==> src/rtl/alp_pkg.sv <==
// alp_pkg: shared constants, codes and controller/datapath types for the
// loop playhead. No dependencies.
`timescale 1ns / 1ps
package alp_pkg;

    localparam int MEM_DEPTH_DEF = 65536;

    localparam int SAMPLE_W   = 16;
    localparam int FRAC_W     = 16;
    localparam int IDX_W      = 16;
    localparam int END_W      = 17;
    localparam int SPEED_W    = 24;
    localparam int POS_W      = 33;
    localparam int SR_W       = 18;
    localparam int TEMPO_W    = 18;
    localparam int BEAT_W     = 32;
    localparam int KIND_W     = 2;
    localparam int MODE_W     = 3;
    localparam int CFG_IDX_W  = 3;
    localparam int CFG_DATA_W = 24;
    localparam int ADDR_X_W   = 25;  // covers the largest memory depth
    localparam int DIV_NUM_W  = 64;
    localparam int DIV_DEN_W  = 34;
    localparam int DIV_CNT_W  = 7;

    // 60 s/min * 256 sub-beats = 15360
    localparam int BEAT_SCALE = 15360;

    typedef enum logic [KIND_W-1:0] {
        KIND_LOAD   = 2'd0,
        KIND_TICK   = 2'd1,
        KIND_ALIGN  = 2'd2,
        KIND_REWIND = 2'd3
    } kind_t;

    localparam logic [CFG_IDX_W-1:0] REG_LOOP_START  = 3'd0;
    localparam logic [CFG_IDX_W-1:0] REG_LOOP_END    = 3'd1;
    localparam logic [CFG_IDX_W-1:0] REG_SPEED       = 3'd2;
    localparam logic [CFG_IDX_W-1:0] REG_PAN         = 3'd3;
    localparam logic [CFG_IDX_W-1:0] REG_LEVEL       = 3'd4;
    localparam logic [CFG_IDX_W-1:0] REG_SAMPLE_RATE = 3'd5;
    localparam logic [CFG_IDX_W-1:0] REG_MODE        = 3'd6;

    localparam logic [SPEED_W-1:0] RST_SPEED       = 24'd65536;
    localparam logic [15:0]        RST_LEVEL       = 16'd32768;
    localparam logic [SR_W-1:0]    RST_SAMPLE_RATE = 18'd48000;

    localparam int MODE_STEREO = 0;
    localparam int MODE_SYNC   = 1;
    localparam int MODE_REV    = 2;

    typedef enum logic [4:0] {
        OP_IDLE,
        OP_LATCH,
        OP_LOAD,
        OP_REWIND,
        OP_CHECK,
        OP_RD_A,
        OP_RD_B,
        OP_CAP_B,
        OP_INTERP,
        OP_GAIN1,
        OP_GAIN2,
        OP_ADV,
        OP_WRAP,
        OP_OUT,
        OP_T_MUL1,
        OP_T_MUL2,
        OP_T_DIV1,
        OP_T_DIV2,
        OP_T_DIV3,
        OP_T_SET
    } op_t;

    typedef struct packed {
        op_t op;
    } cmd_t;

    typedef struct packed {
        kind_t kind;
        logic  empty;
        logic  sync_ok;
        logic  need_wrap;
        logic  div_busy;
    } status_t;

endpackage

==> src/rtl/alp_ctrl.sv <==
// alp_ctrl: sequencer for load, tick, align and rewind words.
// Depends on alp_pkg for command and status types.
`timescale 1ns / 1ps
module alp_ctrl (
    input  logic              clk,
    input  logic              rst_n,
    input  logic              in_valid,
    output logic              in_ready,
    output logic              out_valid,
    input  logic              out_ready,
    input  alp_pkg::status_t  status,
    output alp_pkg::cmd_t     cmd
);
    typedef enum logic [4:0] {
        S_IDLE,
        S_DISPATCH,
        S_LOAD,
        S_REWIND,
        S_CHECK,
        S_RD_A,
        S_RD_B,
        S_CAP_B,
        S_INTERP,
        S_GAIN1,
        S_GAIN2,
        S_ADV,
        S_WRAP_WAIT,
        S_OUT,
        S_T_CHECK,
        S_T_MUL1,
        S_T_MUL2,
        S_T_DIV1,
        S_T_W1,
        S_T_W2,
        S_T_W3
    } state_t;

    state_t state_reg, state_next;
    logic   out_valid_reg, out_valid_next;

    always_comb
    begin
        state_next = state_reg;
        cmd.op     = alp_pkg::OP_IDLE;
        case (state_reg)
            S_IDLE:
            begin
                if (in_valid)
                begin
                    cmd.op     = alp_pkg::OP_LATCH;
                    state_next = S_DISPATCH;
                end
            end
            S_DISPATCH:
            begin
                case (status.kind)
                    alp_pkg::KIND_LOAD:  state_next = S_LOAD;
                    alp_pkg::KIND_TICK:  state_next = S_CHECK;
                    alp_pkg::KIND_ALIGN: state_next = S_T_CHECK;
                    default:             state_next = S_REWIND;
                endcase
            end
            S_LOAD:
            begin
                cmd.op     = alp_pkg::OP_LOAD;
                state_next = S_IDLE;
            end
            S_REWIND:
            begin
                cmd.op     = alp_pkg::OP_REWIND;
                state_next = S_IDLE;
            end
            S_CHECK:
            begin
                cmd.op     = alp_pkg::OP_CHECK;
                state_next = status.empty ? S_OUT : S_RD_A;
            end
            S_RD_A:
            begin
                cmd.op     = alp_pkg::OP_RD_A;
                state_next = S_RD_B;
            end
            S_RD_B:
            begin
                cmd.op     = alp_pkg::OP_RD_B;
                state_next = S_CAP_B;
            end
            S_CAP_B:
            begin
                cmd.op     = alp_pkg::OP_CAP_B;
                state_next = S_INTERP;
            end
            S_INTERP:
            begin
                cmd.op     = alp_pkg::OP_INTERP;
                state_next = S_GAIN1;
            end
            S_GAIN1:
            begin
                cmd.op     = alp_pkg::OP_GAIN1;
                state_next = S_GAIN2;
            end
            S_GAIN2:
            begin
                cmd.op     = alp_pkg::OP_GAIN2;
                state_next = S_ADV;
            end
            S_ADV:
            begin
                cmd.op     = alp_pkg::OP_ADV;
                state_next = status.need_wrap ? S_WRAP_WAIT : S_OUT;
            end
            S_WRAP_WAIT:
            begin
                if (!status.div_busy)
                begin
                    cmd.op     = alp_pkg::OP_WRAP;
                    state_next = S_OUT;
                end
            end
            S_OUT:
            begin
                if (!out_valid_reg || out_ready)
                begin
                    cmd.op     = alp_pkg::OP_OUT;
                    state_next = S_IDLE;
                end
            end
            S_T_CHECK:
            begin
                state_next = status.sync_ok ? S_T_MUL1 : S_IDLE;
            end
            S_T_MUL1:
            begin
                cmd.op     = alp_pkg::OP_T_MUL1;
                state_next = S_T_MUL2;
            end
            S_T_MUL2:
            begin
                cmd.op     = alp_pkg::OP_T_MUL2;
                state_next = S_T_DIV1;
            end
            S_T_DIV1:
            begin
                cmd.op     = alp_pkg::OP_T_DIV1;
                state_next = S_T_W1;
            end
            S_T_W1:
            begin
                if (!status.div_busy)
                begin
                    cmd.op     = alp_pkg::OP_T_DIV2;
                    state_next = S_T_W2;
                end
            end
            S_T_W2:
            begin
                if (!status.div_busy)
                begin
                    cmd.op     = alp_pkg::OP_T_DIV3;
                    state_next = S_T_W3;
                end
            end
            S_T_W3:
            begin
                if (!status.div_busy)
                begin
                    cmd.op     = alp_pkg::OP_T_SET;
                    state_next = S_IDLE;
                end
            end
            default: state_next = S_IDLE;
        endcase
    end

    always_comb
    begin
        if (cmd.op == alp_pkg::OP_OUT)
        begin
            out_valid_next = 1'b1;
        end
        else if (out_ready)
        begin
            out_valid_next = 1'b0;
        end
        else
        begin
            out_valid_next = out_valid_reg;
        end
    end

    always_ff @(posedge clk or negedge rst_n)
    begin
        if (!rst_n)
        begin
            state_reg     <= S_IDLE;
            out_valid_reg <= 1'b0;
        end
        else
        begin
            state_reg     <= state_next;
            out_valid_reg <= out_valid_next;
        end
    end

    assign in_ready  = (state_reg == S_IDLE);
    assign out_valid = out_valid_reg;
endmodule

==> config.mk <==
export PLATFORM = sky130hd
export DESIGN_NAME = alp_ctrl
export DESIGN_NICKNAME = d
export VERILOG_FILES = /design/src/rtl/alp_pkg.sv /design/src/rtl/alp_ctrl.sv
export SDC_FILE = /design/constraint.sdc
export NUM_CORES = 1
export LEC_CHECK = 0
export ABC_AREA = 1
export ABC_CLOCK_PERIOD_IN_PS = 1500
export BUFFER_PORTS_ARGS = -buffer_cell sky130_fd_sc_hd__buf_2
export CORE_MARGIN = 1
export CORE_UTILIZATION = 45
export CTS_BUF_LIST = sky130_fd_sc_hd__clkbuf_4 sky130_fd_sc_hd__clkbuf_8 sky130_fd_sc_hd__clkbuf_16
export DETAILED_ROUTE_END_ITERATION = 8
export GPL_TIMING_DRIVEN = 1
export PLACE_DENSITY = 0.73
export SLEW_MARGIN = 20
export SYNTH_ARGS = -nofsm -noshare
export SYNTH_HDL_FRONTEND = slang
export SYNTH_SLANG_ARGS = --single-unit
==> constraint.sdc <==
create_clock -name clk -period 1.5 [get_ports clk]
set_clock_uncertainty 0.05 [all_clocks]
set_input_delay 0.075 -clock clk [delete_from_list [all_inputs] [get_ports clk]]
set_output_delay 0.075 -clock clk [all_outputs]
set_load 0.005 [all_outputs]
# [Word level (Yosys, flattened, before mapping)]
# Cells that the tools add are included.
[classes] n_eq_ne=29 n_mux=20 reduce_logical=6
[ops] op="$pmux 5 s19" count=2
[ops] op="$eq 5x4->1 const B" count=9
[ops] op="$mux 5" count=9
[ops] op="$eq 5x5->1 const B" count=5
[ops] op="$eq 5x3->1 const B" count=4
[ops] op="$mux 4" count=4
[ops] op="$ne 2x2->1 const B" count=6
[ops] op="$pmux 4 s3" count=1
[ops] op="$eq 5x2->1 const B" count=2
[ops] op="$reduce_and 6->1" count=1
[ops] op="$eq 5x1->1 const B" count=1
[ops] op="$logic_not 5->1" count=1
[ops] op="$mux 1" count=4
[ops] op="$eq 2x1->1 const B" count=1
[ops] op="$eq 2x2->1 const B" count=1
[ops] op="$logic_not 2->1" count=1
[ops] op="$reduce_bool 2->1" count=1
[ops] op="$logic_not 1->1" count=1
[ops] op="$logic_or 1x1->1" count=1
[word_totals] register_bits=6 in_bits=10 out_inout_bits=7 word_cells=57

# [Depth between registers and ports, before layout]
# Gate-level depths: netlist of run 1.
[depth] word_depth=6 mapped_depth=10

# [Worst setup path after synthesis of run 1]
# OpenSTA, ideal clock, no wires.
[synth_path] kind="register to register" start="register state_reg[3]" end="register state_reg[3]" arrival_time_ns=1.170 t_required_ns=1.326 slack_ns=0.156 path_stages_with_launch=9 n_path_buf=0 path_cell_list="dfrtp_1 nor2_4 nand2_2 nor2_2 nor2_1 nand2_2 nand2_4 nand3_4 o21bai_2"
[synth_via] elab_chain_cells=3 elab_cells_between_ends=27 cone_classes="eq/ne: 24; mux: 1; reduce/logical: 2"
[synth_lines] item="from (decl)" line="alp_ctrl.sv:38" text="state_t state_reg, state_next;"
[synth_lines] item="from (signal assigned)" line="alp_ctrl.sv:201" text="state_reg <= state_next;"
[synth_lines] item="$eq 5x4->1 (tied with other cells)" line="alp_ctrl.sv:45" text="case (state_reg)"
[synth_lines] item="$ne 2x2->1 (no source line)"
[synth_lines] item="$reduce_and 6->1 (no source line)"
# Several ways; a longest one is shown, not always the timed one.
# A chain may end at the register's enable or synchronous reset.

==> run_results.csv, run 1 <==
group,metric,value,unit
worst_hold_path,min-delay-start,"out_ready",
floorplanning,die_w,45.64,um
sta,min_period,1675,ps
drt,drcViolationCount,0,
pwr,seq_power_share,0.161,
pwr,powerDensity,1753,nW/um^2
drt,ant_nets,0,
final_layout,nNetsFinal,197,
clock_tree,clock-root-buffer,"clkbuf_4",
global_route,grt_pass1_wl,4491,um
pwr,swShare,0.5123,
clock_tree,htree_levels,1,
logic_synthesis,async_reset_ff_frac,1.000,
setup_path,crit_type,"reg2out",
logic_synthesis,synth_top_family_by_area,"simple AND/OR/NAND/NOR gates",
final_layout,regArea,156.4,um^2
global_route,grt_start_max_net_pins,12,
final_layout,antenna_cells,0,
logic_synthesis,synth_edf_count,0,
sta,setup_viol_count_final,10,
global_route,use_met1,0.3510,
logic_synthesis,synthCells,141,
place,io_buffers,16,
floorplanning,core,1764,um^2
logic_synthesis,synth_xor_area_frac,0,
floorplanning,ios,17,
final_layout,largest_register_ffs,5,
sta,max_freq,597.1,MHz
pwr,p_sw,1.145,mW
final_layout,fill_cells,142,
final_layout,drive_gt1_frac,0.4615,
sta,relSlewSlack,0.8348,
floorplanning,die_y,45.64,um
setup_path,critPathCaptureType,"output port",
sta,slew_violations,0,
pwr,ir_drop,0.7447,mV
pwr,leakage,0.7093,nW
sta,rsz0062_at_grt,"yes",
drt,totalWireLength,3029,um
setup_path,cp_data_arrival_time,1550,ps
status,status,"finished, violations left",
global_route,grt_use_total,0.3013,
setup_path,r2r-start,"state_reg[3]",
global_route,grt.overflow.total,0,
setup_path,crit_required,1370,ps
clock_tree,cts_buffers,3,
logic_synthesis,yosys-top-cells-count,"35 x nand2_1, 18 x nor2_1, 16 x inv_1",
place,gp_congestion,0.9550,
clock_tree,clkSlewWorstSetupHoldPaths,50,ps
floorplanning,dieArea,2083,um^2
sta,fin_crit_sh,1.116,
floorplanning,start_util,0.4858,
final_layout,synthToLayoutAreaGrowth,48.76,%
logic_synthesis,yosysUniqueCellTypes,26,
floorplanning,num_rows,15,
logic_synthesis,synth_fa_ha_area_frac,0.04380,
clock_tree,cts_tree,"done",
pwr,pwr-share-clk,0.068,
logic_synthesis,yosys.area_share.simple,0.5445,
setup_path,worstPathMaxFanout,7,
logic_synthesis,synth_top_area_frac,0.1752,
logic_synthesis,synth_area_leaders,"dfrtp_1 18%, nand2_1 15%, nor2_1 7.9%",
logic_synthesis,synth.net_count,154,
status,violations,"setup timing",
logic_synthesis,syn_area,857.1,um^2
logic_synthesis,yosysMostFrequentCell,"nand2_1",
clock_tree,clockBufferDepth,2,
clock_tree,clkSinkCount,6,
logic_synthesis,syn_area_per_cell,6.079,um^2
drt,drt_iter0_drc,54,
worst_hold_path,hold_path_class,"in2reg",
sta,finalWorstSetupSlack,-174.7,ps
setup_path,critPathLaunch,"state_reg[4]",
logic_synthesis,yosysWarnings,0,
global_route,grt_use_met2,0.5743,
drt,wl_per_cell,14.63,um
drt,drtPass1Iterations,4,
global_route,grtUsageMet3,0.04365,
logic_synthesis,yosysTopAreaCell,"dfrtp_1",
sta,hold_viol,0,
logic_synthesis,synth_flop_cell,"dfrtp_1",
place,post-place-cells,188,
run,maxCapViolations,0,
pwr,p_int,1.090,mW
logic_synthesis,synth_compound_area_frac,0.1255,
sta,worstMarginPinSlew,247.3,ps
place,dp_hpwl,2009,um
global_route,grt_pass1_vias,1020,
final_layout,final_cells,207,
sta,fin_tns_setup,-719.7,ps
setup_path,start_kind,"register",
drt,routed_via_density,5.464,
logic_synthesis,ys_seq_elements,6,
clock_tree,insertion_delay,240,ps
global_route,top_usage_layer,"met2",
logic_synthesis,ys_seq_area_frac,0.1752,
drt,vias,1131,
pwr,p_comb_frac,0.771,
final_layout,multi_input_area,686.9,um^2
logic_synthesis,synth_mux_area_frac,0,
global_route,antenna_found_initial,0,
-- worst max-delay path: stages, from the launching register on --
cell	delay, ps
dfrtp_2	500
buf_6	140
nor2_4	40
nand3b_1	120
o21ai_1	90
a21oi_1	160
nand4_1	100
buf_2	140
-- area by class of cell --
| class | count | area share |
|---|---|---|
| flip-flops and latches | 6 | 0.1227 |
| multi-input cells | 111 | 0.5388 |
| clock buffers | 3 | 0.01766 |
| repair buffers | 40 | 0.2237 |
| well taps | 25 | 0.02453 |
| inverters | 22 | 0.07262 |
-- logic make-up (layout without fill, tap and decap cells) --
family / after synthesis / count (layout)
DFF: 6 / 6
adders and majority gates: 3 / 3
buffers and inverters: 24 / 65
AOI/OAI and AO/OA: 17 / 17
and+or+nand+nor: 91 / 91
-- placed cells by master (no fill, tap or decap) --
cell	n
o211ai_1	2
dfrtp_2	5
o21a_1	1
nand2_4	3
clkbuf_4	3
a21oi_1	3
dlygate4sd3_1	1
buf_6	6
nand3_2	3
a21oi_2	1
o21ai_2	1
nand3_4	3
o21bai_2	1
nand4_1	8
nor2_1	14
inv_6	1
nand2_1	31
inv_4	2
o211a_1	1
buf_4	17
o221ai_1	1
ha_1	3
nor3_2	1
nand2_2	6
dfrtp_1	1
o21ai_0	3
nand3_1	10
nand3b_1	1
inv_2	4
nor2_2	6
o21ai_1	3
nor2_4	5
inv_1	15
buf_2	16
-- power by group through the flow --
stage / clock [mW] / sequential [mW] / combinational [mW]
floorplan: 0 / 0.314 / 0.819
global placement: 0 / 0.341 / 1.21
detailed placement: 0 / 0.345 / 1.22
global route: 0.165 / 0.364 / 1.86
CTS: 0.146 / 0.359 / 1.60
finish: 0.152 / 0.359 / 1.72
-- final timing paths --
path,end,slack [ps],depth (start not counted)
hold / removal,out_valid,30,2
setup / recovery,cmd[0],-170,7
hold reg to reg,state_reg[2],560,2
min in group asynchronous,out_valid,130,2
max in group asynchronous,state_reg[1],1100,2
setup reg to reg,state_reg[3],-60,10
-- per-layer routing --
| layer | part of all wire | vias up |
|---|---|---|
| met2 | 0.51 | 75 |
| li1 | - | 545 |
| met3 | 0.077 | 8 |
| met4 | 0.021 | 0 |
| met5 | 0 | - |
| met1 | 0.39 | 503 |
-- stage by stage --
stage	hold slack, ps	setup WS, ps	power (mW)	area (um^2)	utilization
floorplan	-270.6	156.3	1.134	857.1	-
global placement	-151.1	-48.92	1.552	1016	0.5759
detailed placement	-148.9	-70.01	1.564	1016	0.5759
CTS	41.74	-85.83	2.101	1235	0.7000
global route	47.03	-201.3	2.385	1275	0.7227
finish	30.70	-174.7	2.235	1275	0.7227
-- what timing repair did --
| item | 4_1_cts | 5_1_grt |
|---|---|---|
| endpoints found under the hold margin | 6 | 0 |
| pin swaps | 5 | 2 |
| resized for setup | 31 | 6 |
| hold buffers | 1 | 0 |
| setup endpoints to repair | 10 | 10 |
| buffers inserted | 13 | 3 |
No activity file was read; power rests on OpenSTA's default activity.
==> run 2: changes to the inputs <==
Settings changed: ABC_CLOCK_PERIOD_IN_PS 1500 to 1690, CELL_PAD_IN_SITES_DETAIL_PLACEMENT set to 1, CELL_PAD_IN_SITES_GLOBAL_PLACEMENT set to 2, CORE_ASPECT_RATIO set to 1.75, CORE_UTILIZATION 45 to 28, PLACE_DENSITY 0.73 to 0.84.
Clock period 1.5 ns to 1.69 ns, I/O delays scaled along.
==> run_results.csv, run 2 (synthesized netlist as in run 1, its figures left out) <==
group,metric,value,unit
status,status,"finished, violations left",
status,violations,"DRC",
drt,drt_iter0_drc,14,
sta,relSlewSlack,0.7560,
sta,hold_viol,0,
clock_tree,cts_buffers,3,
sta,max_freq,608.6,MHz
setup_path,start_kind,"register",
setup_path,rr_endpoint,"state_reg[0]",
setup_path,crit_type,"reg2out",
place,dp_hpwl,2484,um
setup_path,crit_path_max_incr_delay,470,ps
drt,wl_per_cell,15.71,um
setup_path,r2r_cells,9,
place,post-place-ws,25.93,ps
pwr,ir_drop,0.6795,mV
clock_tree,clockBufferDepth,2,
setup_path,critPathCaptureType,"output port",
setup_path,crit_required,1560,ps
sta,fin_tns_setup,0,ps
place,gp_congestion,0.9435,
final_layout,nNetsFinal,186,
final_layout,layout_commonest_cell,"nand2_1",
place,io_buffers,16,
clock_tree,cts_tree,"done",
drt,vias,1046,
clock_tree,insertion_delay,220,ps
setup_path,worstPathMaxFanout,7,
global_route,grt_pass1_vias,1061,
place,post_dp_cell_area,982.2,um^2
sta,slew_violations,0,
clock_tree,clkSlewWorstSetupHoldPaths,30,ps
final_layout,fill_cells,406,
final_layout,drive_gt1_frac,0.3801,
drt,routed_via_density,5.256,
floorplanning,die_w,43.82,um
floorplanning,die_y,75.19,um
sta,worstMarginPinSlew,363.3,ps
sta,min_period,1643,ps
setup_path,cp_slowest_cell,"dfrtp_2",
drt,drtPass1Iterations,6,
clock_tree,clock-root-buffer,"clkbuf_8",
run,maxCapViolations,0,
final_layout,final_cells,199,
drt,totalWireLength,3127,um
sta,rsz0062_at_grt,"yes",
floorplanning,ios,17,
drt,ant_nets,0,
sta,fin_crit_sh,0.9723,
setup_path,crit_chain,"inv_2 > nand2_2 > nor2_4 > a21oi_2 > o211a_1 > nand3_1 > buf_2",
final_layout,final_core_util,0.3897,
place,post-place-cells,186,
clock_tree,htree_levels,1,
global_route,grt_pass1_wl,4933,um
pwr,leakage,0.6450,nW
global_route,grt_start_max_net_pins,12,
final_layout,antenna_cells,0,
floorplanning,dieArea,3295,um^2
final_layout,final_cell_mix,"33 x nand2_1, 17 x nor2_1, 16 x inv_1, 16 x buf_2",
global_route,antenna_found_initial,0,
worst_hold_path,min-delay-start,"out_ready",
global_route,grt_use_total,0.2028,
setup_path,r2r_slack,140,ps
worst_hold_path,hold_path_class,"in2reg",
pwr,powerDensity,1607,nW/um^2
setup_path,cp_data_arrival_time,1510,ps
global_route,grt.overflow.total,0,
final_layout,stdcell_area,1141,um^2
floorplanning,core,2928,um^2
pwr,total_power,1.833,mW
drt,drcViolationCount,1,
worst_hold_path,whs_endpoint,"out_valid",
setup_path,r2r-start,"state_reg[2]",
sta,finalWorstSetupSlack,46.89,ps
floorplanning,start_util,0.2927,
sta,fin_hold_ws,24.98,ps
final_layout,synthToLayoutAreaGrowth,33.14,%
final_layout,largest_register_ffs,5,
worst_hold_path,holdPathStages,2,
clock_tree,clkSinkCount,6,
sta,setup_viol_count_final,0,
floorplanning,num_rows,26,
==> run 2: layout make-up <==
type                       count  area (um^2)  share of cell area
multi-input combinational    111        641.9              0.5625
timing repair buffer          29        183.9              0.1612
sequential                     6        156.4              0.1371
inverter                      22        82.58             0.07237
clock buffer                   3        41.29             0.03618
tap                           28        35.03             0.03070
==> run 2: power by group <==
part	internal, mW	switching [mW]
Combinational	0.510	0.792
Sequential	0.207	0.118
Clock	0.152	0.0539
==> run 2: critical path, delay by kind of cell (launching register included) <==
family | cells | cell delay (ps)
flip-flops | 1 | 470
AO/OA/AOI/OAI | 2 | 340
AND/OR/NAND/NOR | 3 | 260
buffers and inverters | 2 | 230
==> run 2: worst max path at each step <==
stage                 startpoint           end  cells after the start
floorplan           state_reg[3]  state_reg[3]                      8
global placement    state_reg[0]        cmd[0]                      7
detailed placement  state_reg[4]  state_reg[0]                      9
CTS                 state_reg[3]        cmd[3]                      7
global route        state_reg[0]        cmd[3]                      7
finish              state_reg[0]        cmd[3]                      7
==> run 2: layer usage <==
metal | vias up | GRT usage | wire [um]
li1 | 525 | - | -
met1 | 493 | 0.2166 | 1247
met2 | 20 | 0.3831 | 1734
met3 | 8 | 0.03597 | 55
met4 | 0 | 0.07639 | 89
met5 | - | 0 | 0
==> run 2: what timing repair did <==
| item | in CTS | in global routing |
|---|---|---|
| endpoints found under the setup margin | 4 | 4 |
| buffers inserted | 3 | 6 |
| hold buffers | 1 | 0 |
| resized for setup | 7 | 10 |
| pin swaps | 2 | 4 |
| hold endpoints to repair | 6 | 0 |
==> run 3: changes to the inputs <==
Settings changed: ABC_CLOCK_PERIOD_IN_PS 1690 to 1500, CORE_UTILIZATION 28 to 25, CTS_CLUSTER_DIAMETER set to 100, PLACE_DENSITY 0.84 to 0.8.
Clock period 1.69 ns to 1.5 ns, I/O delays scaled along.
==> run_results.csv, run 3 (synthesized netlist as in run 1, its figures left out) <==
group,metric,value,unit
setup_path,crit_chain,"inv_4 > nand2_4 > nor2_4 > nand3b_1 > o21ai_1 > a21oi_1 > nand4_1 > buf_2",
floorplanning,num_rows,27,
worst_hold_path,hold_path_class,"in2reg",
setup_path,crit_path_max_incr_delay,500,ps
setup_path,crit_required,1370,ps
global_route,grt.overflow.total,0,
clock_tree,htree_levels,1,
pwr,total_power,2.575,mW
final_layout,antenna_cells,0,
floorplanning,dieArea,3676,um^2
sta,slew_violations,0,
drt,drcViolationCount,0,
status,violations,"setup timing",
drt,wl_per_cell,15.67,um
global_route,grt_start_max_net_pins,10,
global_route,grt_use_total,0.2026,
floorplanning,die_y,79.46,um
pwr,p_sw,1.313,mW
floorplanning,core,3209,um^2
place,io_buffers,16,
pwr,ir_drop,0.5941,mV
final_layout,fill_cells,418,
sta,max_freq,566.2,MHz
clock_tree,cts_buffers,3,
floorplanning,start_util,0.2671,
status,status,"finished, violations left",
place,gp_congestion,0.9081,
global_route,grt_pass1_vias,1218,
final_layout,layout_commonest_cell,"nand2_1",
place,post_dp_cell_area,1119,um^2
drt,routed_via_density,4.987,
sta,rsz0062_at_grt,"yes",
sta,finalWorstSetupSlack,-266.2,ps
sta,fin_crit_sh,1.177,
clock_tree,cts_tree,"done",
drt,drtPass1Iterations,4,
final_layout,drive_gt1_frac,0.5105,
final_layout,stdcell_area,1415,um^2
global_route,grt_pass1_wl,5430,um
clock_tree,insertion_delay,220,ps
setup_path,crit_type,"reg2out",
clock_tree,clockBufferDepth,2,
pwr,p_comb_frac,0.745,
sta,worstMarginPinSlew,333.9,ps
pwr,leakage,0.7628,nW
setup_path,cp_data_arrival_time,1640,ps
sta,min_period,1766,ps
setup_path,start_kind,"register",
final_layout,nNetsFinal,205,
sta,hold_viol,0,
sta,relSlewSlack,0.7774,
setup_path,critPathCaptureType,"output port",
setup_path,worstPathMaxFanout,6,
clock_tree,clkSlewWorstSetupHoldPaths,40,ps
floorplanning,die_w,46.26,um
pwr,p_int,1.262,mW
pwr,swShare,0.5100,
drt,totalWireLength,3650,um
floorplanning,ios,17,
final_layout,largest_register_ffs,5,
clock_tree,clkSinkCount,6,
pwr,powerDensity,1820,nW/um^2
run,maxCapViolations,0,
final_layout,final_cell_mix,"31 x nand2_1, 28 x buf_4, 16 x buf_2, 14 x inv_1, 14 x nor2_1",
final_layout,synthToLayoutAreaGrowth,65.11,%
global_route,antenna_found_initial,0,
sta,setup_viol_count_final,10,
drt,ant_nets,0,
place,dp_hpwl,2666,um
clock_tree,clock-root-buffer,"clkbuf_8",
setup_path,cp_slowest_cell,"dfrtp_2",
drt,vias,1162,
pwr,pwr-share-clk,0.094,
pwr,seq_power_share,0.161,
drt,drt_iter0_drc,16,
==> run 3: changes by cell type in the layout (fill, tap and decap cells not counted), moves of 2 or more <==
cell / previous run / this run
inv_4: 0 / 3
nand2_1: 33 / 31
nand3_1: 11 / 7
nor2_4: 4 / 7
buf_4: 11 / 28
nand2_4: 1 / 3
nor2_1: 17 / 14
nand3_2: 3 / 6
inv_1: 16 / 14
==> run 3: area by class of cell <==
class / count / area (um^2) / share of cell area
inverter: 22 / 90.09 / 0.06366
sequential: 6 / 156.4 / 0.1105
clock buffer: 3 / 41.29 / 0.02918
multi-input combinational: 111 / 730.7 / 0.5164
tap: 43 / 53.80 / 0.03802
timing repair buffer: 48 / 342.8 / 0.2423
==> run 3: final timing paths <==
kind                           endpoint  cells past startpoint  slack (ps)         start
max in group asynchronous  state_reg[4]                      2        1070         rst_n
max reg2reg                state_reg[1]                     10        -110  state_reg[1]
min reg2reg                   out_valid                      2         520     out_valid
max                              cmd[0]                      8        -270  state_reg[1]
min in group asynchronous     out_valid                      2         170         rst_n
min                           out_valid                      2          10     out_ready
==> run 3: power groups by stage <==
stage               logic (mW)  registers (mW)  clock network [mW]
floorplan                0.819           0.314                   0
global route              2.06           0.421               0.258
finish                    1.92           0.415               0.243
CTS                       1.62           0.377               0.247
global placement          1.37           0.358                   0
detailed placement        1.39           0.367                   0
==> run 3: metrics by stage <==
stage	instances	utilization	setup slack, ps	hold WS [ps]	TNS [ps]
final	233	0.4409	-266.2	14.31	-1267
after global routing	233	0.4409	-279.9	22.35	-1897
after CTS	227	0.3969	-198.2	12.81	-920.3
after detailed placement	215	0.3485	-165.6	-143.7	-886.6
after global placement	215	0.3485	-119.4	-143.3	-622.0
after floorplan	141	-	156.3	-270.6	0
==> run 3: worst max-delay path, delay by kind of cell, from the launching register on <==
family          cells  cell delay, ps
compound gates      2             300
buf+inv             2             230
flops               1             500
simple gates        4             390
==> run 3: what timing repair did <==
item | in CTS | in global routing
setup buffers | 8 | 7
endpoints found under the hold margin | 6 | 0
cloned | 0 | 0
setup endpoints to repair | 10 | 10
hold buffers | 1 | 0
resized for setup | 18 | 24
pin swaps | 5 | 22
==> run 3: layer usage <==
layer / routed length [um] / track usage / share of wire
met1: 1471 / 0.2089 / 0.40
met4: 62 / 0.07647 / 0.017
met5: 0 / 0 / 0
met3: 53 / 0.02715 / 0.015
met2: 2063 / 0.3817 / 0.57
